### src/rtl/bmw_pkg.sv
// bmw_pkg.sv: types and constants shared by the binary morphology window modules
// depends on nothing; imported by every module of the block
package bmw_pkg;

	localparam int CHAN_W = 8;
	localparam logic [CHAN_W-1:0] CHAN_FULL = 8'd255;
	localparam logic [CHAN_W-1:0] CHAN_ZERO = 8'd0;

	localparam int RADIUS_W     = 2;
	localparam int WIDTH_REG_W  = 11;
	localparam int HEIGHT_REG_W = 13;
	localparam int CFG_IDX_W    = 2;
	localparam int CFG_DATA_W   = 13;

	localparam logic [CFG_IDX_W-1:0] CFG_MODE   = 2'd0;
	localparam logic [CFG_IDX_W-1:0] CFG_RADIUS = 2'd1;
	localparam logic [CFG_IDX_W-1:0] CFG_WIDTH  = 2'd2;
	localparam logic [CFG_IDX_W-1:0] CFG_HEIGHT = 2'd3;

	localparam logic MODE_DILATE = 1'b0;
	localparam logic MODE_ERODE  = 1'b1;

	localparam logic [RADIUS_W-1:0]     RADIUS_RST = 2'd1;
	localparam logic [WIDTH_REG_W-1:0]  WIDTH_RST  = 11'd1024;
	localparam logic [HEIGHT_REG_W-1:0] HEIGHT_RST = 13'd1024;

	// row counters run a few rows past the largest height while the frame drains
	localparam int ROW_W = 14;

	localparam int OQ_DEPTH = 4;
	localparam int OQ_PTR_W = 2;
	localparam int OQ_CNT_W = 3;

	localparam int IN_DATA_W  = 24;
	localparam int OUT_DATA_W = 8;

	typedef struct packed {
		logic res;
		logic mode;
		logic last;
	} item_ctl_t;

	typedef struct packed {
		logic white;
		logic last;
	} result_t;

endpackage

### src/rtl/bmw_outq.sv
// bmw_outq.sv: small result queue that decouples the pipeline from the output stall
// depends on bmw_pkg
module bmw_outq
	import bmw_pkg::*;
(
	input  logic                clk,
	input  logic                arst_n,
	input  logic                push,
	input  result_t             push_data,
	input  logic                pop,
	output logic                out_valid,
	output result_t             out_data,
	output logic [OQ_CNT_W-1:0] count
);

	result_t             ent_q [OQ_DEPTH];
	logic [OQ_PTR_W-1:0] wr_ptr_q;
	logic [OQ_PTR_W-1:0] rd_ptr_q;
	logic [OQ_CNT_W-1:0] cnt_q;
	logic                pop_i;

	assign out_valid = (cnt_q != '0);
	assign pop_i     = pop && out_valid;
	assign out_data  = ent_q[rd_ptr_q];
	assign count     = cnt_q;

	always_ff @(posedge clk or negedge arst_n) begin
		if (!arst_n) begin
			wr_ptr_q <= '0;
			rd_ptr_q <= '0;
			cnt_q    <= '0;
		end else begin
			if (push)
				wr_ptr_q <= wr_ptr_q + OQ_PTR_W'(1);
			if (pop_i)
				rd_ptr_q <= rd_ptr_q + OQ_PTR_W'(1);
			if (push && !pop_i)
				cnt_q <= cnt_q + OQ_CNT_W'(1);
			else if (pop_i && !push)
				cnt_q <= cnt_q - OQ_CNT_W'(1);
		end
	end

	always_ff @(posedge clk) begin
		if (push)
			ent_q[wr_ptr_q] <= push_data;
	end

endmodule

### config.mk
export PLATFORM = sky130hd
export DESIGN_NAME = bmw_outq
export DESIGN_NICKNAME = d
export VERILOG_FILES = /design/src/rtl/bmw_pkg.sv /design/src/rtl/bmw_outq.sv
export SDC_FILE = /design/constraint.sdc
export NUM_CORES = 1
export LEC_CHECK = 0
export BUFFER_PORTS_ARGS = -buffer_cell sky130_fd_sc_hd__buf_2
export CELL_PAD_IN_SITES_DETAIL_PLACEMENT = 1
export CELL_PAD_IN_SITES_GLOBAL_PLACEMENT = 1
export CORE_MARGIN = 1
export CORE_UTILIZATION = 43
export CTS_CLUSTER_DIAMETER = 40
export DETAILED_ROUTE_END_ITERATION = 10
export GPL_TIMING_DRIVEN = 0
export MAX_ROUTING_LAYER = met4
export PLACE_DENSITY = 0.8
export SYNTH_ARGS = -nofsm -noshare
export SYNTH_HDL_FRONTEND = slang
export SYNTH_SLANG_ARGS = --single-unit
### constraint.sdc
create_clock -name clk -period 2.5 [get_ports clk]
set_input_delay 0.125 -clock clk [delete_from_list [all_inputs] [get_ports clk]]
set_output_delay 0.125 -clock clk [all_outputs]
set_load 0.05 [all_outputs]
==> impl_metrics.tcl <==
set metrics [dict create \
    status "complete, no violations" \
    p_leak_uw 0.0003456 \
    synth_nets 55 \
    synth_edf_count 8 \
    synthDistinctLibCells 17 \
    antenna_found_initial 0 \
    cts-root-buf "clkbuf_4" \
    antenna_left 0 \
    cts-buffers-inserted 3 \
    finalSetupViolCount 0 \
    post-route-drc-count 0 \
    multi_input_area_um2 265.3 \
    cts_htree_levels 1 \
    critPathRequiredTime_ns 2.71 \
    area_growth_pct 16.09 \
    wl_mm 1.085 \
    vdd_drop_max_uv 524.8 \
    path_max_fanout 4 \
    hold_viol 0 \
    critical-path-max-stage-delay_ns 0.44 \
    ys_dominant_reg_cell "edfxtp_1" \
    drt-initial-drc-count 4 \
    final-seq-area_um2 415.4 \
    hold_class "in2reg" \
    ioPinCount 12 \
    holdPathStages 1 \
    total_power_uw 1055 \
    ff2ff_path_depth 8 \
    cts_tree "yes" \
    async_reset_ff_share_pct 46.67 \
    yosysMostFrequentCell "edfxtp_1" \
    fin_skew_ns 0.01054 \
    synth_area_um2 691.9 \
    dr.pass1.iters 3 \
    syn_inst 43 \
    via_per_inst 4.920 \
    antenna_cells 0 \
    design_area_um2 803.3 \
    synth_top_area_cell "edfxtp_1" \
    clockBufferDepth 2 \
    initial_core_util_pct 45.93 \
    worstSetupPathDepth 8 \
    synth_warnings 0 \
    final_nets 72 \
    crit_type "reg2reg" \
    drv_slew 0 \
    wire_per_inst_um 14.47 \
    p_per_area_nw_per_um2 1313 \
    fin_crit_sh_pct 81.37 \
    clkSinkCount 15 \
    cp_top_family "simple AND/OR/NAND/NOR gates" \
    synth_seq_cells 15 \
    gr-total-overflow 0 \
    die_h_um 42.12 \
    drive_gt1_share_pct 32.20 \
    die_w_um 42.12 \
    dpl_cell_area_um2 767.0 \
    synthTopCellsByArea "edfxtp_1 (35%), dfrtp_1 (25%), ha_1 (9.0%)" \
    slowest_stage "dfrtp_1" \
    yosysTopAreaCellShare_pct 34.72 \
    yosys-top-cells-count "edfxtp_1 (8), dfrtp_1 (7), ha_1 (5), and2_1 (4)" \
    fillers 162 \
    first_global_vias 390 \
    startpoint_type "flip-flop" \
    vias 369 \
    rsz0062_at_grt "false" \
    maxCapViolCount 0 \
    critPathCaptureType "flip-flop" \
    port_buffers 11 \
    ys_seq_area_share_pct 60.04 \
    cp_common_cell "xor2_1" \
    clkLatencyLatePin_ns 0.28 \
    gp_congestion 0.7088 \
    finalCriticalPeriod_ns 2.034 \
    worst-path-buf-inv 1 \
    rows 14 \
    grt_max_degree 9 \
    crit_chain "or3_4 -> nand2_4 -> ha_1 -> inv_1 -> fa_1 -> xor2_1 -> nor2_1 -> xor2_1" \
    crit_arrival_ns 2.24 \
    dp_hpwl_um 859.3 \
    max_freq_mhz 491.6 \
    synth_area_per_cell_um2 16.09 \
    fin_setup_tns_ns 0 \
    die_area_um2 1774 \
    grt_pass1_wl_mm 1.835 \
    clk_pin_slew_ns 0.09 \
    track_usage_pct 15.28 \
    tightest_slew_ns 0.2533 \
    slew_headroom_pct 83.23 \
    core_area_um2 1506 \
    r2r_setup_slack_ns 0.47 \
]
-- path summary, 6_finish.rpt --
check,from,endpoint
worst min register to register,count[2],count[2]
min in group asynchronous,arst_n,count[2]
max in group asynchronous,arst_n,count[1]
worst min-delay path,push_data[0],ent_q[2][0]
worst max-delay path,count[0],count[2]
worst max register to register,count[0],count[2]
-- power breakdown --
part           switching (µW)  internal, µW
Clock                    73.8          61.8
Combinational             313           177
Sequential               80.3           349
-- sequential cells by signal (all words and copies together), names as in the netlist --
name and flops:
ent_q 8, rd_ptr_q 2, wr_ptr_q 2, count 3
-- cell families (layout without fill, tap and decap cells) --
kind of cell               count (synthesis)  in the layout  share of synthesized area (%)
adders and majority gates                  6              6                          11.94
AOI/OAI and AO/OA                          1              1                         0.7226
buffers and inverters                      3             19                          1.627
muxes                                      3              3                          8.680
DFF                                       15             15                          60.04
xor gates and xnor gates                   6              6                          7.596
and+or+nand+nor                            9              9                          9.401
-- metal layers --
metal  vias to the layer above  part of all wire (%)  wire, µm  track usage [%]
li1                        180                     -         -                -
met1                       180                    46       498            17.82
met2                         7                    50       541            23.75
met3                         2                   2.9        32            5.172
met4                         0                   1.1        12            7.500
met5                         -                     0         0                -
-- area by class of cell --
cell class,count,share of cell area (%)
well taps,16,2.492
repair buffers,12,8.100
clock buffers,4,3.271
flip-flops and latches,15,51.71
inverters,3,1.402
multi-input cells,25,33.02
-- placed cells by master (no fill, tap or decap), drive strengths merged --
cell	synthesis	layout
dlygate4sd3	0	1
inv	3	3
clkbuf	0	4
and2	4	4
o21ai	1	1
nand3	1	1
mux4	2	2
buf	0	11
xor2	3	3
ha	5	5
edfxtp	8	8
or3	1	1
nor2	1	1
dfrtp	7	7
fa	1	1
nand2	2	2
xnor2	3	3
mux2	1	1
-- metrics by stage --
stage	utilization (%)	hold slack [ns]	std cells	worst slack, ns
2_1_floorplan	-	-0.1706	43	0.2028
3_3_place_gp	50.91	-0.03087	70	0.4830
3_5_place_dp	50.91	-0.02804	70	0.4634
4_1_cts	53.32	0.05199	75	0.4393
5_1_grt	53.32	0.05894	75	0.3208
6_report	53.32	0.06031	75	0.4656
-- what timing repair did --
item                      CTS  global route
setup buffers               0             0
hold buffers                1             0
hold endpoints to repair    7             0
resized for setup           0             0
No activity file was read; power rests on OpenSTA's default activity.
