## src/rtl/bmw_pkg.sv

```systemverilog
// bmw_pkg.sv: types and constants shared by the binary morphology window modules
// depends on nothing; imported by every module of the block
package bmw_pkg;

	localparam int CHAN_W = 8;
	localparam logic [CHAN_W-1:0] CHAN_FULL = 8'd255;
	localparam logic [CHAN_W-1:0] CHAN_ZERO = 8'd0;

	localparam int RADIUS_W     = 2;
	localparam int WIDTH_REG_W  = 11;
	localparam int HEIGHT_REG_W = 13;
	localparam int CFG_IDX_W    = 2;
	localparam int CFG_DATA_W   = 13;

	localparam logic [CFG_IDX_W-1:0] CFG_MODE   = 2'd0;
	localparam logic [CFG_IDX_W-1:0] CFG_RADIUS = 2'd1;
	localparam logic [CFG_IDX_W-1:0] CFG_WIDTH  = 2'd2;
	localparam logic [CFG_IDX_W-1:0] CFG_HEIGHT = 2'd3;

	localparam logic MODE_DILATE = 1'b0;
	localparam logic MODE_ERODE  = 1'b1;

	localparam logic [RADIUS_W-1:0]     RADIUS_RST = 2'd1;
	localparam logic [WIDTH_REG_W-1:0]  WIDTH_RST  = 11'd1024;
	localparam logic [HEIGHT_REG_W-1:0] HEIGHT_RST = 13'd1024;

	// row counters run a few rows past the largest height while the frame drains
	localparam int ROW_W = 14;

	localparam int OQ_DEPTH = 4;
	localparam int OQ_PTR_W = 2;
	localparam int OQ_CNT_W = 3;

	localparam int IN_DATA_W  = 24;
	localparam int OUT_DATA_W = 8;

	typedef struct packed {
		logic res;
		logic mode;
		logic last;
	} item_ctl_t;

	typedef struct packed {
		logic white;
		logic last;
	} result_t;

endpackage

```

## src/rtl/bmw_window.sv

```systemverilog
// bmw_window.sv: square window shift register, bounds mask and hit reduction
// depends on bmw_pkg; takes column vectors from the first stage
module bmw_window
	import bmw_pkg::*;
#(
	parameter int MAX_RADIUS = 3,
	localparam int VEC_W = 2 * MAX_RADIUS + 1
) (
	input  logic             clk,
	input  logic             arst_n,
	input  logic             s1_valid,
	input  item_ctl_t        s1_ctl,
	input  logic [VEC_W-1:0] s1_vec,
	input  logic [VEC_W-1:0] s1_row_ok,
	input  logic [VEC_W-1:0] s1_col_ok,
	output logic             push,
	output result_t          push_data
);

	logic [VEC_W-1:0] win_q   [VEC_W];
	logic [VEC_W-1:0] mask_s2 [VEC_W];
	logic             s2_valid;
	item_ctl_t        s2_ctl;
	logic             hit;

	always_ff @(posedge clk or negedge arst_n) begin
		if (!arst_n)
			s2_valid <= 1'b0;
		else
			s2_valid <= s1_valid;
	end

	// column 0 is the newest
	always_ff @(posedge clk) begin
		if (s1_valid) begin
			win_q[0] <= s1_vec;
			for (int a = 1; a < VEC_W; a++)
				win_q[a] <= win_q[a-1];
			for (int a = 0; a < VEC_W; a++)
				mask_s2[a] <= s1_col_ok[a] ? s1_row_ok : '0;
			s2_ctl <= s1_ctl;
		end
	end

	always_comb begin
		hit = 1'b0;
		for (int a = 0; a < VEC_W; a++)
			hit = hit | (|(win_q[a] & mask_s2[a]));
	end

	assign push            = s2_valid && s2_ctl.res;
	assign push_data.white = (s2_ctl.mode == MODE_DILATE) ? hit : !hit;
	assign push_data.last  = s2_ctl.last;

endmodule

```

## config.mk

```make
export PLATFORM = sky130hd
export DESIGN_NAME = bmw_window
export DESIGN_NICKNAME = d
export VERILOG_FILES = /design/src/rtl/bmw_pkg.sv /design/src/rtl/bmw_window.sv
export SDC_FILE = /design/constraint.sdc
export NUM_CORES = 1
export LEC_CHECK = 0
export ABC_AREA = 1
export CAP_MARGIN = 20
export CORE_ASPECT_RATIO = 1.75
export CORE_MARGIN = 2
export CORE_UTILIZATION = 40
export CTS_BUF_LIST = sky130_fd_sc_hd__clkbuf_8
export CTS_CLUSTER_SIZE = 20
export DETAILED_ROUTE_END_ITERATION = 10
export DONT_BUFFER_PORTS = 1
export PLACE_DENSITY = 0.54
export SETUP_SLACK_MARGIN = 0.02
export SYNTH_ARGS = -nofsm -noshare
export SYNTH_HDL_FRONTEND = slang
export SYNTH_SLANG_ARGS = --single-unit
export TNS_END_PERCENT = 30
```

## constraint.sdc

```tcl
create_clock -name clk -period 1.01 [get_ports clk]
set_input_delay 0 -clock clk [delete_from_list [all_inputs] [get_ports clk]]
set_output_delay 0 -clock clk [all_outputs]
set_load 0.02 [all_outputs]
```

==> run_results.csv, run 1 <==
group,metric,value,unit
grt,grt_remaining_overflow,0,
route,vias_per_cell,4.35,
synth,synth.distinct_cells,10,
route,antenna_left,0,
route,dr.pass1.iters,4,
clocking,cts_sinks,102,
synth,synthArstFlopShare,0.00980,
critical_path,arrival,1510,ps
synth,yosysMostFrequentCell,"nand2_1",
clocking,cts_root_buffer,"clkbuf_8",
critical_path,worstPathRequired,1010,ps
worst_hold_path,hp-class,"input pin to flip-flop",
die,fp.dieW,78.0,µm
critical_path,critPathMaxFanout,2,
timing,worst_slack,-500,ps
critical_path,cp-end-kind,"output pin",
timing,drv_slew,0,
synth,synth_largest_area_cell,"edfxtp_1",
power_and_ir_drop,leakagePower,2.00,nW
clocking,cts_buffer_depth,2,
route,wl_met2,3760,µm
critical_path,criticalPathCategory,"flip-flop to output pin",
route,wire_per_inst,14.1,µm
die,die_h,134,µm
run,cap_viol_max_count,0,
placement,dp.cells,428,
layout,syn2layout_area_growth,17.5,%
status,violations,"hold timing, setup timing",
route,drc,0,
timing,min_period_over_period,1.49,
timing,skew,5.41,ps
synth,synthTopCellsByArea,"edfxtp_1 (79%), nand2_1 (13%), inv_1 (5.1%)",
timing,tns,-500,ps
synth,syn_nets,331,
synth,ys.flop_type,"edfxtp_1",
critical_path,cp-start-kind,"flip-flop",
placement,numPortBuffers,0,
synth,syn_area_per_cell,12.6,µm²
grt,grt_first_pass_wirelength,10500,µm
clocking,hold_buffers,26,
placement,place_hpwl,4370,µm
timing,timing.final.crit_period,1510,ps
route,vias,2053,
die,start_util,0.408,
power_and_ir_drop,vdd_drop_max,0.00139,V
placement,gp_congestion,0.709,
clocking,cts_tree,"built",
power_and_ir_drop,powerDensity,1820,nW/µm²
status,status,"finished with violations",
clocking,worstSkewPairLatency,360,ps
synth,synth_top_area_frac,0.791,
timing,hold_viol,102,
placement,dp_slack,-189,ps
die,dieArea,10400,µm²
clocking,htreeDepth,3,
critical_path,rr_worst_depth,1,
layout,final_nets,372,
synth,ys_warn_count,0,
grt,antenna_found_initial,0,
timing,worst_hold_slack,-258,ps
synth,syn_inst,304,
synth,synthTopCellsByCount,"nand2_1 (130), edfxtp_1 (101), inv_1 (52)",
route,top_layer_used,"met4",
grt,grt_max_degree,103,
die,io_pins,30,
layout,layout-drive-gt1-share,0.0886,
layout,fin_cells,472,
layout,antennaDiodeCount,0,
die,core,9410,µm²
grt,grt_pass1_vias,2105,
worst_hold_path,hold_depth,0,
timing,rsz0062_at_grt,"yes",
route,wl_met1,2600,µm
synth,synth-edff-count,101,
route,wirelength,6640,µm
synth,syn_area,3830,µm²
route,drt_iter0_markers,123,
clocking,cts_buffers,9,
synth,synth-seq-cells,102,
clocking,clkTransAtPathRegs,90,ps
timing,max_freq,0.662,GHz
grt,grt_use_total,0.140,
die,rows,47,
timing,setup_viol_count_final,1,
synth,ys_seq_area_frac,0.797,
route,wl_met3,145,µm
timing,slew_headroom,0.763,
timing,tightestPinTransition,354,ps
## worst max-delay path: stages, from the launching register on
cell and delay (ps):
edfxtp_1 400, nand2_2 110, nand2_1 60, nor2_1 90, nand2_1 110, nor2_2 120, nand4_1 110, nand2_2 150
## flip-flops by register name (all words and copies together), names as in the netlist
| signal | flops |
|---|---|
| mask_s2 | 49 |
| s2_valid | 1 |
| push_data | 1 |
| s2_ctl | 2 |
| win_q | 49 |
## path summary, 6_finish.rpt
path / slack (ps) / endpoint / startpoint
hold / removal: -260 / win_q[0][5] / s1_valid
hold reg to reg: 460 / win_q[5][4] / win_q[4][4]
max in group asynchronous: 540 / s2_valid / arst_n
setup reg to reg: 200 / win_q[2][0] / win_q[1][0]
min in group asynchronous: 370 / s2_valid / arst_n
setup / recovery: -500 / push_data[1] / win_q[6][0]
## cell families after synthesis
kind of cell,count (synthesis),share of synthesized area
buf+inv,54,0.0538
flops,102,0.797
simple gates,148,0.149
## where the power goes
part	internal (mW)	total (mW)	switching (mW)
Sequential	4.99	5.09	0.106
Clock	1.36	2.68	1.32
Combinational	0.185	0.436	0.251
## through the flow
step            util  cell area [µm²]  hold WS, ps  power [mW]
6_report       0.479             4500         -258        8.21
5_1_grt        0.479             4500         -322        8.51
4_1_cts        0.479             4500         -333        8.30
3_5_place_dp   0.425             4000         -296        5.48
3_3_place_gp   0.425             4000         -296        5.46
2_1_floorplan      -             3830         -296        5.37
## layout make-up
| type | instances | area, µm² |
|---|---|---|
| fillers | 879 | 4900 |
| flip-flops and latches | 102 | 3060 |
| multi-input cells | 148 | 593 |
| repair buffers | 31 | 298 |
| inverters | 53 | 199 |
| well taps | 122 | 153 |
| clock buffers | 9 | 124 |
| clock inverters | 7 | 80.1 |
## repair_timing
action	4_1_cts	5_1_grt
setup buffers	2	0
pin swaps	9	0
setup endpoints to repair	1	1
endpoints found under the hold margin	162	102
gates resized for setup	9	0
## layer usage
layer,GRT usage,vias up
li1,-,1051
met1,0.154,962
met2,0.253,31
met3,0.0271,9
met4,0.0702,0
met5,0,-
## placed cells by master (no fill, tap or decap)
cell type and instances:
nor2_1 10, buf_4 5, clkinv_2 1, clkinv_1 3
nand3_1 2, inv_1 53, nand4_1 1, dfrtp_1 1
clkbuf_8 9, edfxtp_1 101, dlygate4sd3_1 26, nand2_2 8
nor2_2 5, bufinv_16 2, nand2_1 122, inv_2 1
Power figures use the tool's default switching activity.
==> run 2: changes to the inputs <==
--- a/config.mk
+++ b/config.mk
@@ -14,7 +14,7 @@
 export CTS_CLUSTER_SIZE = 20
 export DETAILED_ROUTE_END_ITERATION = 10
 export DONT_BUFFER_PORTS = 1
-export PLACE_DENSITY = 0.54
+export PLACE_DENSITY = 0.56
 export SETUP_SLACK_MARGIN = 0.02
 export SYNTH_ARGS = -nofsm -noshare
 export SYNTH_HDL_FRONTEND = slang
==> constraint.sdc (replaced) <==
create_clock -name clk -period 1.3 [get_ports clk]
set_input_delay 0 -clock clk [delete_from_list [all_inputs] [get_ports clk]]
set_output_delay 0 -clock clk [all_outputs]
set_load 0.02 [all_outputs]
==> run_results.csv, run 2 (same netlist as run 1, synthesis figures left out) <==
group,metric,value,unit
grt,grt_max_degree,103,
timing,tns,-250,ps
timing,worst_slack,-250,ps
route,wire_per_inst,14.2,µm
layout,final_cell_mix,"nand2_1 (125), edfxtp_1 (101), inv_1 (53)",
layout,final_common_cell,"nand2_1",
die,fp.dieW,78.0,µm
critical_path,rr_worst_depth,1,
route,wirelength,6770,µm
timing,setup_viol_count_final,1,
layout,antennaDiodeCount,0,
timing,slew_headroom,0.783,
grt,grt_pass1_vias,2069,
power_and_ir_drop,p_total,6.23,mW
critical_path,reg2reg_slack,510,ps
critical_path,criticalPathCategory,"flip-flop to output pin",
layout,reg.largest.list,"mask_s2 (49), win_q (49), s2_ctl (2)",
worst_hold_path,hp-class,"input pin to flip-flop",
timing,tightestPinTransition,324,ps
critical_path,worstPathRequired,1300,ps
placement,gp_congestion,0.773,
route,drc,0,
route,top_layer_used,"met4",
die,start_util,0.408,
route,vias,2084,
critical_path,reg2reg_to,"win_q[5][1]",
clocking,hold_buffers,30,
clocking,cts_tree,"built",
placement,numPortBuffers,0,
grt,grt_use_total,0.142,
layout,syn2layout_area_growth,17.8,%
placement,place_hpwl,4370,µm
clocking,cts_root_buffer,"clkbuf_8",
route,wl_met2,3830,µm
route,vias_per_cell,4.38,
grt,antenna_found_initial,0,
critical_path,critPathMaxFanout,2,
critical_path,critPathMaxStageDelay,400,ps
die,rows,47,
clocking,cts_sinks,102,
power_and_ir_drop,powerDensity,1380,nW/µm²
power_and_ir_drop,vdd_drop_max,0.000794,V
timing,skew,8.17,ps
route,drt_iter0_markers,104,
layout,utilization,0.480,
clocking,htreeDepth,3,
critical_path,cp-end-kind,"output pin",
run,cap_viol_max_count,0,
timing,drv_slew,0,
power_and_ir_drop,leakagePower,2.01,nW
critical_path,crit_slowest_cell,"edfxtp_1",
clocking,cts_buffer_depth,2,
layout,final_nets,376,
die,die_h,134,µm
critical_path,rr_startpoint,"win_q[4][1]",
critical_path,arrival,1550,ps
route,wl_met1,2600,µm
die,core,9410,µm²
layout,layout-drive-gt1-share,0.0847,
status,status,"finished with violations",
critical_path,worstPathCellList,"nand2_2 -> nand2_1 -> nor2_1 -> nand2_1 -> nor2_2 -> nand4_1 -> nand2_2",
timing,rsz0062_at_grt,"yes",
clocking,clkTransAtPathRegs,90,ps
die,dieArea,10400,µm²
route,dr.pass1.iters,4,
clocking,worstSkewPairLatency,370,ps
timing,worst_hold_slack,-260,ps
critical_path,critPathCapture,"push_data[1]",
timing,max_freq,0.645,GHz
critical_path,cp-start-kind,"flip-flop",
route,antenna_left,0,
grt,grt_remaining_overflow,0,
clocking,cts_buffers,9,
timing,hold_viol,102,
timing,timing.final.crit_period,1550,ps
die,io_pins,30,
status,violations,"hold timing, setup timing",
timing,min_period_over_period,1.19,
critical_path,critPathLaunch,"win_q[6][0]",
route,wl_met3,207,µm
grt,grt_first_pass_wirelength,10500,µm
==> run 2: final cells by class <==
class | instances | area, µm²
fillers | 865 | 4890
flip-flops and latches | 102 | 3060
multi-input cells | 148 | 583
repair buffers | 35 | 338
inverters | 53 | 199
well taps | 122 | 153
clock buffers | 9 | 124
clock inverters | 7 | 65.1
==> run 2: timing repair <==
| item | CTS | global route |
|---|---|---|
| hold endpoints to repair | 162 | 102 |
| pin swaps | 6 | 9 |
| resized for setup | 4 | 1 |
| setup endpoints to repair | 1 | 1 |
| setup buffers | 1 | 4 |
==> run 2: per-layer routing <==
metal,vias up,track usage
li1,1061,-
met1,974,0.143
met2,39,0.264
met3,10,0.0393
met4,0,0.0653
met5,-,0
==> run 2: power by group <==
part,total (mW),switching [mW],leakage [nW],internal [mW]
combinational,0.336,0.186,0.915,0.150
sequential,3.96,0.0873,0.993,3.87
clock,1.93,1.05,0.101,0.880
total,6.23,1.32,2.01,4.90
==> run 2: how the worst min path moves through the flow <==
stage / from / endpoint / slack [ps] / cells past startpoint
final: s1_valid / mask_s2[0][5] / -260 / 0
after global routing: s1_valid / s2_valid / -300 / 0
after CTS: s1_valid / s2_valid / -340 / 0
after detailed placement: arst_n / s2_valid / -300 / 0
after global placement: arst_n / s2_valid / -300 / 0
after floorplan: arst_n / s2_valid / -300 / 0
==> run 2: per-stage QoR <==
stage	std cells	setup slack, ps	cell area [µm²]
after floorplan	304	319	3830
after global placement	425	128	3980
after detailed placement	425	87.6	3980
after CTS	472	-271	4490
after global routing	476	-386	4520
final	476	-250	4520
==> run 2: critical path, delay by kind of cell, from the launching register on <==
kind / cells / cell delay (ps)
flops: 1 / 400
simple gates: 7 / 770
