==> config.mk <==
export PLATFORM = sky130hd
export DESIGN_NAME = bmw_ctrl
export DESIGN_NICKNAME = d
export VERILOG_FILES = /design/src/rtl/bmw_pkg.sv /design/src/rtl/bmw_ctrl.sv
export SDC_FILE = /design/constraint.sdc
export NUM_CORES = 1
export LEC_CHECK = 0
export BUFFER_PORTS_ARGS = -buffer_cell sky130_fd_sc_hd__buf_2
export CORE_MARGIN = 3
export CORE_UTILIZATION = 45
export CTS_CLUSTER_DIAMETER = 100
export DETAILED_ROUTE_END_ITERATION = 16
export PLACE_DENSITY_LB_ADDON = 0.12
export SLEW_MARGIN = 20
export SYNTH_ARGS = -nofsm -noshare
export SYNTH_HDL_FRONTEND = slang
export SYNTH_SLANG_ARGS = --single-unit
==> constraint.sdc <==
create_clock -name clk -period 6.2 [get_ports clk]
set_input_delay 1.24 -clock clk [delete_from_list [all_inputs] [get_ports clk]]
set_output_delay 1.24 -clock clk [all_outputs]
set_load 0.01 [all_outputs]
==> src/rtl/bmw_pkg.sv <==
// bmw_pkg.sv: types and constants shared by the binary morphology window modules
// depends on nothing; imported by every module of the block
package bmw_pkg;

	localparam int CHAN_W = 8;
	localparam logic [CHAN_W-1:0] CHAN_FULL = 8'd255;
	localparam logic [CHAN_W-1:0] CHAN_ZERO = 8'd0;

	localparam int RADIUS_W     = 2;
	localparam int WIDTH_REG_W  = 11;
	localparam int HEIGHT_REG_W = 13;
	localparam int CFG_IDX_W    = 2;
	localparam int CFG_DATA_W   = 13;

	localparam logic [CFG_IDX_W-1:0] CFG_MODE   = 2'd0;
	localparam logic [CFG_IDX_W-1:0] CFG_RADIUS = 2'd1;
	localparam logic [CFG_IDX_W-1:0] CFG_WIDTH  = 2'd2;
	localparam logic [CFG_IDX_W-1:0] CFG_HEIGHT = 2'd3;

	localparam logic MODE_DILATE = 1'b0;
	localparam logic MODE_ERODE  = 1'b1;

	localparam logic [RADIUS_W-1:0]     RADIUS_RST = 2'd1;
	localparam logic [WIDTH_REG_W-1:0]  WIDTH_RST  = 11'd1024;
	localparam logic [HEIGHT_REG_W-1:0] HEIGHT_RST = 13'd1024;

	// row counters run a few rows past the largest height while the frame drains
	localparam int ROW_W = 14;

	localparam int OQ_DEPTH = 4;
	localparam int OQ_PTR_W = 2;
	localparam int OQ_CNT_W = 3;

	localparam int IN_DATA_W  = 24;
	localparam int OUT_DATA_W = 8;

	typedef struct packed {
		logic res;
		logic mode;
		logic last;
	} item_ctl_t;

	typedef struct packed {
		logic white;
		logic last;
	} result_t;

endpackage

==> src/rtl/bmw_ctrl.sv <==
// bmw_ctrl.sv: configuration registers, frame position counters and first pipeline stage
// depends on bmw_pkg; feeds bmw_linebuf and bmw_window
module bmw_ctrl
	import bmw_pkg::*;
#(
	parameter int MAX_WIDTH  = 1024,
	parameter int MAX_RADIUS = 3,
	localparam int COL_W = $clog2(MAX_WIDTH),
	localparam int VEC_W = 2 * MAX_RADIUS + 1
) (
	input  logic                    clk,
	input  logic                    arst_n,
	input  logic                    cfg_we,
	input  logic [CFG_IDX_W-1:0]    cfg_index,
	input  logic [CFG_DATA_W-1:0]   cfg_data,
	input  logic                    in_fire,
	input  logic [CHAN_W-1:0]       blue,
	input  logic [CHAN_W-1:0]       green,
	input  logic [CHAN_W-1:0]       red,
	input  logic                    flush,
	output logic                    rd_en,
	output logic [COL_W-1:0]        rd_addr,
	output logic                    s1_valid,
	output item_ctl_t               s1_ctl,
	output logic                    s1_bit,
	output logic [COL_W-1:0]        s1_addr,
	output logic [VEC_W-1:0]        s1_row_ok,
	output logic [VEC_W-1:0]        s1_col_ok
);

	localparam int CCW   = (COL_W > WIDTH_REG_W) ? COL_W : WIDTH_REG_W;
	localparam int CW1   = CCW + 1;
	localparam int RW1   = ROW_W + 1;
	localparam int LAG_W = RADIUS_W + WIDTH_REG_W + 1;
	localparam int KW    = $clog2(VEC_W) + 1;
	localparam int CMP_W = 14;

	logic                    mode_q;
	logic [RADIUS_W-1:0]     radius_q;
	logic [WIDTH_REG_W-1:0]  width_q;
	logic [HEIGHT_REG_W-1:0] height_q;

	logic                    fmode_q;
	logic [RADIUS_W-1:0]     fr_q;
	logic [WIDTH_REG_W-1:0]  fw_q;
	logic [HEIGHT_REG_W-1:0] fh_q;

	logic                    active_q;
	logic                    done_q;
	logic [CCW-1:0]          vcol_q;
	logic [ROW_W-1:0]        vrow_q;
	logic [CCW-1:0]          ocol_q;
	logic [ROW_W-1:0]        orow_q;
	logic [LAG_W-1:0]        lead_q;

	logic [WIDTH_REG_W-1:0]  w_cfg;
	logic [WIDTH_REG_W-1:0]  w_cur;
	logic [HEIGHT_REG_W-1:0] h_cfg;
	logic [HEIGHT_REG_W-1:0] h_cur;
	logic [RADIUS_W-1:0]     r_cfg;
	logic [RADIUS_W-1:0]     r_cur;
	logic                    m_cur;
	logic                    start;
	logic                    is_pixel;
	logic                    take;
	logic                    pix_bit;
	logic                    res;
	logic                    last;
	logic                    col_wrap;
	logic                    ocol_wrap;
	logic                    in_last;
	logic [LAG_W-1:0]        lag;
	logic [CCW-1:0]          w_m1;
	logic [ROW_W-1:0]        h_m1;
	logic [CW1-1:0]          ocol_r;
	logic [RW1-1:0]          orow_r;
	logic [VEC_W-1:0]        row_ok;
	logic [VEC_W-1:0]        col_ok;

	// register values as a frame uses them
	always_comb begin
		w_cfg = width_q;
		if (width_q == '0)
			w_cfg = WIDTH_REG_W'(1);
		else if (CMP_W'(width_q) > CMP_W'(MAX_WIDTH))
			w_cfg = WIDTH_REG_W'(MAX_WIDTH);
		h_cfg = (height_q == '0) ? HEIGHT_REG_W'(1) : height_q;
		r_cfg = (4'(radius_q) > 4'(MAX_RADIUS)) ? RADIUS_W'(MAX_RADIUS) : radius_q;
	end

	assign start = !active_q;
	assign w_cur = start ? w_cfg : fw_q;
	assign h_cur = start ? h_cfg : fh_q;
	assign r_cur = start ? r_cfg : fr_q;
	assign m_cur = start ? mode_q : fmode_q;

	assign lag      = LAG_W'(r_cur) * LAG_W'(w_cur) + LAG_W'(r_cur);
	assign is_pixel = !done_q && !flush;
	// early padding is dropped at the input
	assign take     = in_fire && !(!done_q && flush);
	assign pix_bit  = is_pixel && ((m_cur == MODE_DILATE) ?
		(blue == CHAN_FULL && green == CHAN_FULL && red == CHAN_FULL) :
		(blue == CHAN_ZERO && green == CHAN_ZERO && red == CHAN_ZERO));
	assign res       = (lead_q >= lag);
	assign w_m1      = CCW'(w_cur) - CCW'(1);
	assign h_m1      = ROW_W'(h_cur) - ROW_W'(1);
	assign col_wrap  = (vcol_q == w_m1);
	assign in_last   = col_wrap && (vrow_q == h_m1);
	assign ocol_wrap = (ocol_q == w_m1);
	assign last      = res && ocol_wrap && (orow_q == h_m1);
	assign ocol_r    = CW1'(ocol_q) + CW1'(r_cur);
	assign orow_r    = RW1'(orow_q) + RW1'(r_cur);

	// window bounds: element k is offset r - k from the result pixel
	always_comb begin
		for (int k = 0; k < VEC_W; k++) begin
			row_ok[k] = (orow_r >= RW1'(k)) && ((orow_r - RW1'(k)) < RW1'(h_cur)) &&
				(KW'(k) <= (KW'(r_cur) << 1));
			col_ok[k] = (ocol_r >= CW1'(k)) && ((ocol_r - CW1'(k)) < CW1'(w_cur)) &&
				(KW'(k) <= (KW'(r_cur) << 1));
		end
	end

	assign rd_en   = take;
	assign rd_addr = vcol_q[COL_W-1:0];

	always_ff @(posedge clk or negedge arst_n) begin
		if (!arst_n) begin
			mode_q   <= MODE_DILATE;
			radius_q <= RADIUS_RST;
			width_q  <= WIDTH_RST;
			height_q <= HEIGHT_RST;
		end else if (cfg_we) begin
			unique case (cfg_index)
				CFG_MODE:   mode_q   <= cfg_data[0];
				CFG_RADIUS: radius_q <= cfg_data[RADIUS_W-1:0];
				CFG_WIDTH:  width_q  <= cfg_data[WIDTH_REG_W-1:0];
				CFG_HEIGHT: height_q <= cfg_data[HEIGHT_REG_W-1:0];
			endcase
		end
	end

	always_ff @(posedge clk or negedge arst_n) begin
		if (!arst_n) begin
			fmode_q  <= MODE_DILATE;
			fr_q     <= RADIUS_W'(1);
			fw_q     <= WIDTH_REG_W'(1);
			fh_q     <= HEIGHT_REG_W'(1);
			active_q <= 1'b0;
			done_q   <= 1'b0;
			vcol_q   <= '0;
			vrow_q   <= '0;
			ocol_q   <= '0;
			orow_q   <= '0;
			lead_q   <= '0;
		end else if (take) begin
			if (start) begin
				fmode_q <= m_cur;
				fr_q    <= r_cur;
				fw_q    <= w_cur;
				fh_q    <= h_cur;
			end
			if (last) begin
				active_q <= 1'b0;
				done_q   <= 1'b0;
				vcol_q   <= '0;
				vrow_q   <= '0;
				ocol_q   <= '0;
				orow_q   <= '0;
				lead_q   <= '0;
			end else begin
				active_q <= 1'b1;
				if (is_pixel && in_last)
					done_q <= 1'b1;
				if (col_wrap) begin
					vcol_q <= '0;
					vrow_q <= vrow_q + ROW_W'(1);
				end else begin
					vcol_q <= vcol_q + CCW'(1);
				end
				if (res) begin
					if (ocol_wrap) begin
						ocol_q <= '0;
						orow_q <= orow_q + ROW_W'(1);
					end else begin
						ocol_q <= ocol_q + CCW'(1);
					end
				end else begin
					lead_q <= lead_q + LAG_W'(1);
				end
			end
		end
	end

	always_ff @(posedge clk or negedge arst_n) begin
		if (!arst_n)
			s1_valid <= 1'b0;
		else
			s1_valid <= take;
	end

	always_ff @(posedge clk) begin
		if (take) begin
			s1_ctl.res  <= res;
			s1_ctl.mode <= m_cur;
			s1_ctl.last <= last;
			s1_bit      <= pix_bit;
			s1_addr     <= rd_addr;
			s1_row_ok   <= row_ok;
			s1_col_ok   <= col_ok;
		end
	end

endmodule

==> results of run 1 <==
[final cells by class]
type / instances / area share, %
Timing Repair Buffer: 149 / 5.23
Multi-Input combinational cell: 1519 / 64.3
Tap cell: 448 / 3.21
Inverter: 81 / 1.74
Sequential cell: 149 / 22.2
Clock buffer: 18 / 2.58
Clock inverter: 14 / 0.760
[per-layer routing]
layer  track usage (%)  share of wire [%]  vias to the layer above
li1                  -                  -                     6722
met3              3.12                5.2                       73
met1              37.1                 48                     6567
met5                 0                  0                        -
met4              9.05                2.7                        0
met2              41.1                 44                      439
[sequential cells by signal (all words and copies together), names as in the netlist, 7 cells and up]
register	count
ocol_q	11
s1_addr	10
height_q	13
s1_row_ok	7
orow_q	14
vcol_q	11
width_q	11
vrow_q	14
fh_q	13
s1_col_ok	7
fw_q	11
lead_q	14
[stage by stage]
step	std cells	util, %
floorplan	1818	-
global placement	2344	49.5
detailed placement	2344	49.5
CTS	2376	51.2
global route	2378	51.4
finish	2378	51.4
[cell families after synthesis]
kind of cell / after synthesis / share of synthesized area [%]
flip-flops: 149 / 24.8
multiplexers: 51 / 3.54
AO/OA/AOI/OAI: 316 / 13.2
buffers and inverters: 150 / 4.09
AND/OR/NAND/NOR: 703 / 22.9
adder cells (fa/ha/maj): 221 / 17.8
XOR/XNOR: 228 / 13.6
[cells in the final DEF (no fill, tap or decap), types with 12 or more instances in the layout]
| cell | count |
|---|---|
| nand2b_1 | 21 |
| o31ai_1 | 21 |
| nor2b_1 | 23 |
| nand2_1 | 203 |
| a21oi_1 | 80 |
| a31oi_1 | 12 |
| mux2_2 | 29 |
| dfrtp_1 | 114 |
| nand3_1 | 76 |
| nor2_1 | 133 |
| nor3_1 | 52 |
| and3_1 | 23 |
| nand3b_1 | 13 |
| buf_4 | 67 |
| buf_2 | 82 |
| nand4_1 | 43 |
| nor4_1 | 27 |
| xor2_1 | 47 |
| clkbuf_16 | 18 |
| edfxtp_1 | 28 |
| a211oi_1 | 12 |
| ha_1 | 217 |
| mux2i_1 | 18 |
| inv_1 | 68 |
| xnor2_1 | 170 |
| a21o_1 | 35 |
| o21ai_0 | 73 |
| and2_1 | 17 |
[power groups by stage]
stage	Combinational [uW]	Sequential [uW]	Clock (uW)
after floorplan	2420	1350	0
after global placement	3250	1420	0
after detailed placement	3320	1420	0
after CTS	3350	1400	1090
after global routing	3790	1440	1130
final	3380	1410	1070
[worst register-to-register path, delay by kind of cell (launching register included)]
family,cells,cell delay (ns)
buffers and inverters,4,0.62
DFF,1,0.43
AOI/OAI and AO/OA,9,1.75
xor gates and xnor gates,1,0.14
adders and majority gates,3,1.00
and+or+nand+nor,11,1.72
[repair_timing]
| action | 4_1_cts | 5_1_grt |
|---|---|---|
| setup endpoints to repair | 0 | 67 |
| gates resized for setup | 0 | 15 |
| setup buffers | 0 | 2 |
[final timing paths]
check                                         endpoint  cells after the start  slack [ns]
worst max-delay path            orow_q[11]$_DFFE_PN0P_                     28        0.45
worst min register to register     fr_q[0]$_DFFE_PN1P_                      2        0.46
worst min-delay path               fr_q[0]$_DFFE_PN1P_                      2        0.46
worst max register to register  orow_q[11]$_DFFE_PN0P_                     28        0.45
min in group asynchronous        vcol_q[3]$_DFFE_PN0P_                      1        0.91
max in group asynchronous        lead_q[9]$_DFFE_PN0P_                      2        4.04
==> results.toml, run 1 <==
[status]
run_status = "finished clean"

[global_routing]
grt_max_degree = 70
grt_use_total_pct = 26.1
antenna_found_initial = 1
grt_pass1_vias = 13700
grt_pass1_wl_um = 75400
overflow = 0

[sta]
min_period_over_period_pct = 92.7
skew_ns = 0.0113
rsz0062_at_grt = "no"
fin_tns_setup_ns = 0
maxSlewViolCount = 0
setup_viol = 0
max_freq_ghz = 0.174
fin_ws_ns = 0.451
fin_crit_ns = 5.75
hold_viol = 0
slew-limit-headroom_pct = 25.8
worst_slew_pin_slew_ns = 1.10
holdWs_ns = 0.463

[synth]
synth.avg_cell_area_um2 = 8.61
synth_nets = 2083
netlist_area_um2 = 15700
ys.flop_type = "dfrtp_1"
synthTopCellsByCount = "ha_1 (217), nand2_1 (205), xnor2_1 (171)"
syn_inst = 1818
synth_cell_type_count = 82
ys_warn_count = 0
ys_seq_area_share_pct = 24.8
yosys.area.top_type = "dfrtp_1"
yosys.area.top_type_share_pct = 18.4
synth.most_common_cell = "ha_1"
synth_area_leaders = "dfrtp_1 (18%), ha_1 (17%), xnor2_1 (9.6%), edfxtp_1 (5.4%), nand2_1 (4.9%)"
synth_edf_count = 28
postSynth.asyncResetShare_pct = 81.2
ys_ff_latch = 149

[critical_path]
worstPathBufferInverterCount = 4
cp.arrival_ns = 6.12
setup.worst_path.class = "reg -> reg"
cpLargestDelayFamily = "compound AO/OA/AOI/OAI gates"
critPathRequiredTime_ns = 6.57
r2r_start = "width_q[5]$_DFFE_PN0P_"
cp_slowest_cell = "fa_1"
worst-path-max-fanout = 10
cp-start-kind = "flop"
cp_slowest_stage_delay_ns = 0.51
startpoint = "width_q[5]$_DFFE_PN0P_"
end_kind = "flop"

[floorplanning]
core_area_um2 = 34000
die_area_um2 = 37100
start_util_pct = 46.1
die_w_um = 193
die_height_um = 193
ios = 84
placementRows = 67

[cells_and_area]
drive_above_1_share_pct = 13.7
synthToLayoutAreaGrowth_pct = 11.5
regArea_um2 = 3880
multi_input_area_um2 = 11200
fin_area_um2 = 17500
insertedDiodeCount = 0
fillers = 3258
fin_nets = 2182

[clock_tree]
path_clk_slew_ns = 0.07
cts_tree = "yes"
ctsHoldBuffers = 0
cts_sinks = 149
h-tree-depth = 4
cts-root-buf = "clkbuf_16"
cts.path.max_buffers = 2
numCtsBuffers = 17
clkLatencyLatePin_ns = 0.45

[placement]
dp_slack_ns = 0.117
dpl-instance-area_um2 = 16800
port_buffers = 83
place_hpwl_um = 36100
gp_congestion = 0.923

[power_and_ir_drop]
p_leak_uw = 0.00788
p_comb_share_pct = 57.8
p_clk_share_pct = 18.2
netSwitchingPower_uw = 2700
ir_worst_vdd_mv = 0.332
switching_share_pct = 46.1
intPower_uw = 3160
p_seq_share_pct = 24.0
power.total_uw = 5860
pwr_density_cell_nw_per_um2 = 336

[flow_run]
cap_violations = 0

[routing]
drt_iter0_drc = 1012
via_per_inst = 5.80
drt-wirelength-per-cell_um = 19.9
wl_um = 47400
vias = 13800
drt-pass1-iter-count = 6
drtAntennaViolNets = 0
drc = 0

[min_path]
min_from = "r_cfg[0]$_DFFE_PN1P_"
holdCritPathClass = "reg -> reg"
No activity file was read; power rests on OpenSTA's default activity.
==> inputs of run 2 (changes only) <==
Settings changed: CORE_UTILIZATION 45 to 40.
==> run 2 against run 1 <==
Wire length rose by 1.1%. Sequential share of layout area fell by 0.13 points. Global-route usage fell by 2.9 points. Sequential cell count did not move. Clock power rose by 6%. Combinational power barely moved. Register-to-register slack got worse by 0.02 ns. Non-clock buffer count rose by 2. Design area rose by 0.60%. Fmax fell by 0.28%. Critical path type unchanged. Critical endpoint is now vrow_q[0]$_DFFE_PN0P_.
==> results.toml, run 2 (synthesis results as in run 1) <==
[placement]
dpl-instance-area_um2 = 16900
port_buffers = 83
gp_congestion = 0.899
place_hpwl_um = 36700
dp_slack_ns = 0.174

[clock_tree]
cts_tree = "yes"
cts-root-buf = "clkbuf_16"
h-tree-depth = 4
path_clk_slew_ns = 0.07
ctsHoldBuffers = 0
numCtsBuffers = 17
cts.path.max_buffers = 2
cts_sinks = 149
clkLatencyLatePin_ns = 0.46

[floorplanning]
die_height_um = 204
die_area_um2 = 41600
start_util_pct = 41.1
die_w_um = 204
ios = 84
placementRows = 71
core_area_um2 = 38100

[routing]
drt-wirelength-per-cell_um = 19.6
wl_um = 47900
vias = 13700
drtAntennaViolNets = 0
drt_iter0_drc = 1008
drc = 0
via_per_inst = 5.62
drt-pass1-iter-count = 5

[sta]
slew-limit-headroom_pct = 27.2
setup_viol = 0
fin_crit_ns = 5.76
skew_ns = 0.0136
max_freq_ghz = 0.173
holdWs_ns = 0.459
fin_ws_ns = 0.435
worst_slew_pin_slew_ns = 1.08
hold_viol = 0
min_period_over_period_pct = 93.0
maxSlewViolCount = 0
fin_tns_setup_ns = 0
rsz0062_at_grt = "no"

[cells_and_area]
top_regs = "lead_q (14), orow_q (14), vrow_q (14)"
mostFrequentLayoutCells = "ha_1 (217), nand2_1 (203), xnor2_1 (171)"
synthToLayoutAreaGrowth_pct = 12.1
drive_above_1_share_pct = 13.7
fin_area_um2 = 17600
fillers = 3741
fin_nets = 2184
layout_commonest_cell = "ha_1"
multi_input_area_um2 = 11200
insertedDiodeCount = 0
regArea_um2 = 3880

[critical_path]
cp_common_cell = "a21oi_1"
worst-path-max-fanout = 9
cp_slowest_cell = "fa_1"
cp-start-kind = "flop"
cp_slowest_stage_delay_ns = 0.50
setup.worst_path.class = "reg -> reg"
cp.arrival_ns = 6.09
critPathRequiredTime_ns = 6.53
end_kind = "flop"

[power_and_ir_drop]
ir_worst_vdd_mv = 0.230
p_leak_uw = 0.00791
pwr_density_cell_nw_per_um2 = 337

[global_routing]
antenna_found_initial = 0
overflow = 0
grt_use_total_pct = 23.3
grt_pass1_wl_um = 76700
grt_max_degree = 75
grt_pass1_vias = 13600

[min_path]
holdCritPathClass = "reg -> reg"

[flow_run]
cap_violations = 0

[status]
run_status = "finished clean"
==> run 2: cell type report <==
type                       count  share of cell area, %
clock inverter                14                  0.933
timing repair buffer         151                   5.31
clock buffer                  18                   2.56
multi-input combinational   1519                   63.7
inverter                      81                   1.73
sequential                   149                   22.1
tap                          511                   3.64
==> run 2: timing repair <==
action                                 4_1_cts  5_1_grt
endpoints found under the hold margin        0        0
setup buffers                                0        1
resized for setup                            0       10
setup endpoints to repair                    0       65
==> run 2: worst paths after layout <==
| check | startpoint | slack [ns] | to | cells after the start |
|---|---|---|---|---|
| worst min-delay path | fr_q[0]$_DFFE_PN1P_ | 0.46 | fr_q[0]$_DFFE_PN1P_ | 2 |
| worst min register to register | fr_q[0]$_DFFE_PN1P_ | 0.46 | fr_q[0]$_DFFE_PN1P_ | 2 |
| worst max-delay path | width_q[9]$_DFFE_PN0P_ | 0.44 | vrow_q[0]$_DFFE_PN0P_ | 26 |
| worst max register to register | width_q[9]$_DFFE_PN0P_ | 0.44 | vrow_q[0]$_DFFE_PN0P_ | 26 |
| max in group asynchronous | arst_n | 4.26 | active_q$_DFFE_PN0P_ | 2 |
| min in group asynchronous | arst_n | 0.80 | lead_q[8]$_DFFE_PN0P_ | 1 |
==> run 2: report_power, final <==
| group | switching, uW | internal (uW) | leakage (uW) |
|---|---|---|---|
| logic | 1970 | 1420 | 0.00583 |
| registers | 220 | 1180 | 0.00178 |
| clock network | 495 | 630 | 0.000303 |
==> run 2: critical path: cells and delay by family, from the launching register on <==
kind / cells / cell delay [ns]
DFF: 1 / 0.41
and+or+nand+nor: 10 / 1.92
buffers and inverters: 2 / 0.20
adders and majority gates: 3 / 0.99
muxes: 1 / 0.11
xor gates and xnor gates: 1 / 0.14
AOI/OAI and AO/OA: 9 / 1.87
==> run 2: through the flow <==
stage	std cells	total power [uW]	utilization [%]
after CTS	2442	5940	46.0
after global placement	2410	4710	44.4
final	2443	5920	46.1
after floorplan	1818	3770	-
after global routing	2443	6450	46.1
after detailed placement	2410	4780	44.4
==> run 2: routing by layer <==
| metal | GRT usage, % | part of all wire (%) | vias to the layer above |
|---|---|---|---|
| met5 | 0 | 0 | - |
| met4 | 5.68 | 1.8 | 0 |
| met3 | 2.91 | 4.2 | 57 |
| met2 | 37.1 | 45 | 336 |
| met1 | 33.6 | 49 | 6605 |
| li1 | - | - | 6729 |
==> inputs of run 3 (changes only) <==
Settings changed: ABC_AREA set to 1.
==> run 3 against run 2 <==
Fmax up 2.1%. Global-route usage up 0.19 points. Non-clock buffer count down 32. Critical path type unchanged. Critical endpoint is now lead_q[13]$_DFFE_PN0P_.
==> results.toml, run 3 <==
[status]
run_status = "finished clean"

[power_and_ir_drop]
switching_share_pct = 46.5
ir_worst_vdd_mv = 0.194
intPower_uw = 2700
pwr_density_cell_nw_per_um2 = 283
p_leak_uw = 0.00911
p_clk_share_pct = 20.7
p_comb_share_pct = 53.5
netSwitchingPower_uw = 2350
p_seq_share_pct = 25.8

[critical_path]
cpLargestDelayFamily = "simple AND/OR/NAND/NOR gates"
critPathRequiredTime_ns = 6.59
worstPathBufferInverterCount = 4
setup.worst_path.class = "reg -> reg"
rr_worst_depth = 36
end_kind = "flop"
worst-path-max-fanout = 9
cp_common_cell = "nand2_1"
cp-start-kind = "flop"
cp.depth = 36
cp.arrival_ns = 6.04
cp_slowest_stage_delay_ns = 0.42
cp_slowest_cell = "fa_1"

[global_routing]
grt_pass1_wl_um = 81100
antenna_found_initial = 1
grt_use_total_pct = 23.5
overflow = 0
grt_pass1_vias = 14700
grt_max_degree = 78

[synth]
yosys.area.top_type_share_pct = 17.7
synthTopCellsByCount = "nand2_1 (501), inv_1 (293), nor2_1 (222)"
synth_edf_count = 28
yosys.area.top_type = "dfrtp_1"
netlist_area_um2 = 16200
synth_area_leaders = "dfrtp_1 (18%), ha_1 (17%), nand2_1 (12%), xor2_1 (8.7%), inv_1 (6.8%)"
ys.flop_type = "dfrtp_1"
syn_inst = 2281
ys_warn_count = 0
synth.avg_cell_area_um2 = 7.12
postSynth.asyncResetShare_pct = 81.2
synth.most_common_cell = "nand2_1"
synth_nets = 2545
ys_ff_latch = 149
synth_cell_type_count = 57
ys_seq_area_share_pct = 23.9

[clock_tree]
path_clk_slew_ns = 0.07
cts-root-buf = "clkbuf_16"
clkLatencyLatePin_ns = 0.45
h-tree-depth = 4
cts_sinks = 149
cts_tree = "yes"
cts.path.max_buffers = 2
numCtsBuffers = 17
ctsHoldBuffers = 0

[cells_and_area]
drive_above_1_share_pct = 10.3
top_regs = "lead_q (14), orow_q (14), vrow_q (14)"
layout_commonest_cell = "nand2_1"
synthToLayoutAreaGrowth_pct = 10.1
fin_nets = 2629
mostFrequentLayoutCells = "nand2_1 (500), inv_1 (292), nor2_1 (219)"
fillers = 4157

[floorplanning]
start_util_pct = 40.7
die_height_um = 207
ios = 84
die_w_um = 207
placementRows = 73
die_area_um2 = 43100
core_area_um2 = 39900

[sta]
min_period_over_period_pct = 91.1
maxSlewViolCount = 0
setup_viol = 0
max_freq_ghz = 0.177
fin_crit_ns = 5.65
slew-limit-headroom_pct = 27.4
skew_ns = 0.0201
worst_slew_pin_slew_ns = 1.08
fin_ws_ns = 0.552
hold_viol = 0
holdWs_ns = 0.483

[routing]
via_per_inst = 5.24
drt_iter0_drc = 1132
wl_um = 51200
drtAntennaViolNets = 0
drt-pass1-iter-count = 7
drt-wirelength-per-cell_um = 17.6
drc = 0
vias = 15200

[placement]
gp_congestion = 0.953
dp_slack_ns = 0.0103
place_hpwl_um = 41000
port_buffers = 83

[flow_run]
cap_violations = 0

[min_path]
holdCritPathClass = "reg -> reg"
hold_path_depth = 2
==> run 3: cell types whose count changed in the layout (fill, tap and decap cells not counted), sizes merged, moves of 23 or more <==
cell / change
a21o: -29
a21oi: +29
buf: -32
inv: +234
mux2: -29
nand2: +313
nand3: +77
nor2: +107
nor2b: -23
o21ai: +42
xnor2: -153
xor2: +121
==> run 3: repair_timing <==
| item | 4_1_cts | 5_1_grt |
|---|---|---|
| setup endpoints to repair | 0 | 53 |
| gates resized for setup | 0 | 14 |
| buffers inserted | 0 | 5 |
==> run 3: per-layer routing <==
layer | up-vias | global-route usage, % | routed length (um)
li1 | 7674 | - | -
met1 | 7093 | 33.8 | 24800
met2 | 383 | 37.4 | 23000
met3 | 53 | 3.01 | 2400
met4 | 0 | 5.71 | 1040
met5 | - | 0 | 0
==> run 3: area by class of cell <==
cell class	count	area [um^2]	area share [%]
Multi-Input combinational cell	1767	10900	61.0
Sequential cell	149	3880	21.7
Clock buffer	18	429	2.40
Clock inverter	14	138	0.770
Tap cell	525	657	3.68
Timing Repair Buffer	119	692	3.87
Antenna cell	1	2.50	0.0140
Inverter	311	1170	6.55
==> run 3: worst register-to-register path: cells and delay by family, from the launching register on <==
kind,cells,cell delay [ns]
xor+xnor,1,0.15
buf+inv,4,0.35
compound gates,11,1.48
simple gates,16,1.98
flops,1,0.40
fa+ha+maj,4,1.25
==> run 3: metrics by stage <==
stage | power (uW) | TNS (ns) | instances | util, % | area (um^2)
finish | 5050 | 0 | 2904 | 44.8 | 17900
detailed placement | 4010 | 0 | 2866 | 43.2 | 17200
floorplan | 3230 | 0 | 2281 | - | 16200
CTS | 5080 | 0 | 2898 | 44.6 | 17800
global placement | 3950 | 0 | 2866 | 43.2 | 17200
global route | 5540 | -0.0940 | 2903 | 44.8 | 17900
==> run 3: logic make-up after synthesis <==
logic type               share of synthesized area (%)
XOR/XNOR                                          10.4
flip-flops                                        23.9
buffers and inverters                             9.18
AND/OR/NAND/NOR                                   29.1
AO/OA/AOI/OAI                                     10.3
adder cells (fa/ha/maj)                           17.1
==> run 3: power by group through the flow <==
stage	Clock (uW)	Combinational, uW	Sequential (uW)
3_5_place_dp	0	2680	1320
2_1_floorplan	0	1970	1260
3_3_place_gp	0	2630	1320
5_1_grt	1110	3100	1320
6_report	1040	2710	1300
4_1_cts	1070	2710	1300
==> run 3: final timing paths <==
path,startpoint,end,slack (ns)
hold reg to reg,fw_q[4]$_DFFE_PN0P_,fw_q[4]$_DFFE_PN0P_,0.48
setup / recovery,width_q[2]$_DFFE_PN0P_,lead_q[13]$_DFFE_PN0P_,0.55
min in group asynchronous,arst_n,ocol_q[10]$_DFFE_PN0P_,0.84
max in group asynchronous,arst_n,width_q[10]$_DFFE_PN1P_,4.25
setup reg to reg,width_q[2]$_DFFE_PN0P_,lead_q[13]$_DFFE_PN0P_,0.55
hold / removal,fw_q[4]$_DFFE_PN0P_,fw_q[4]$_DFFE_PN0P_,0.48
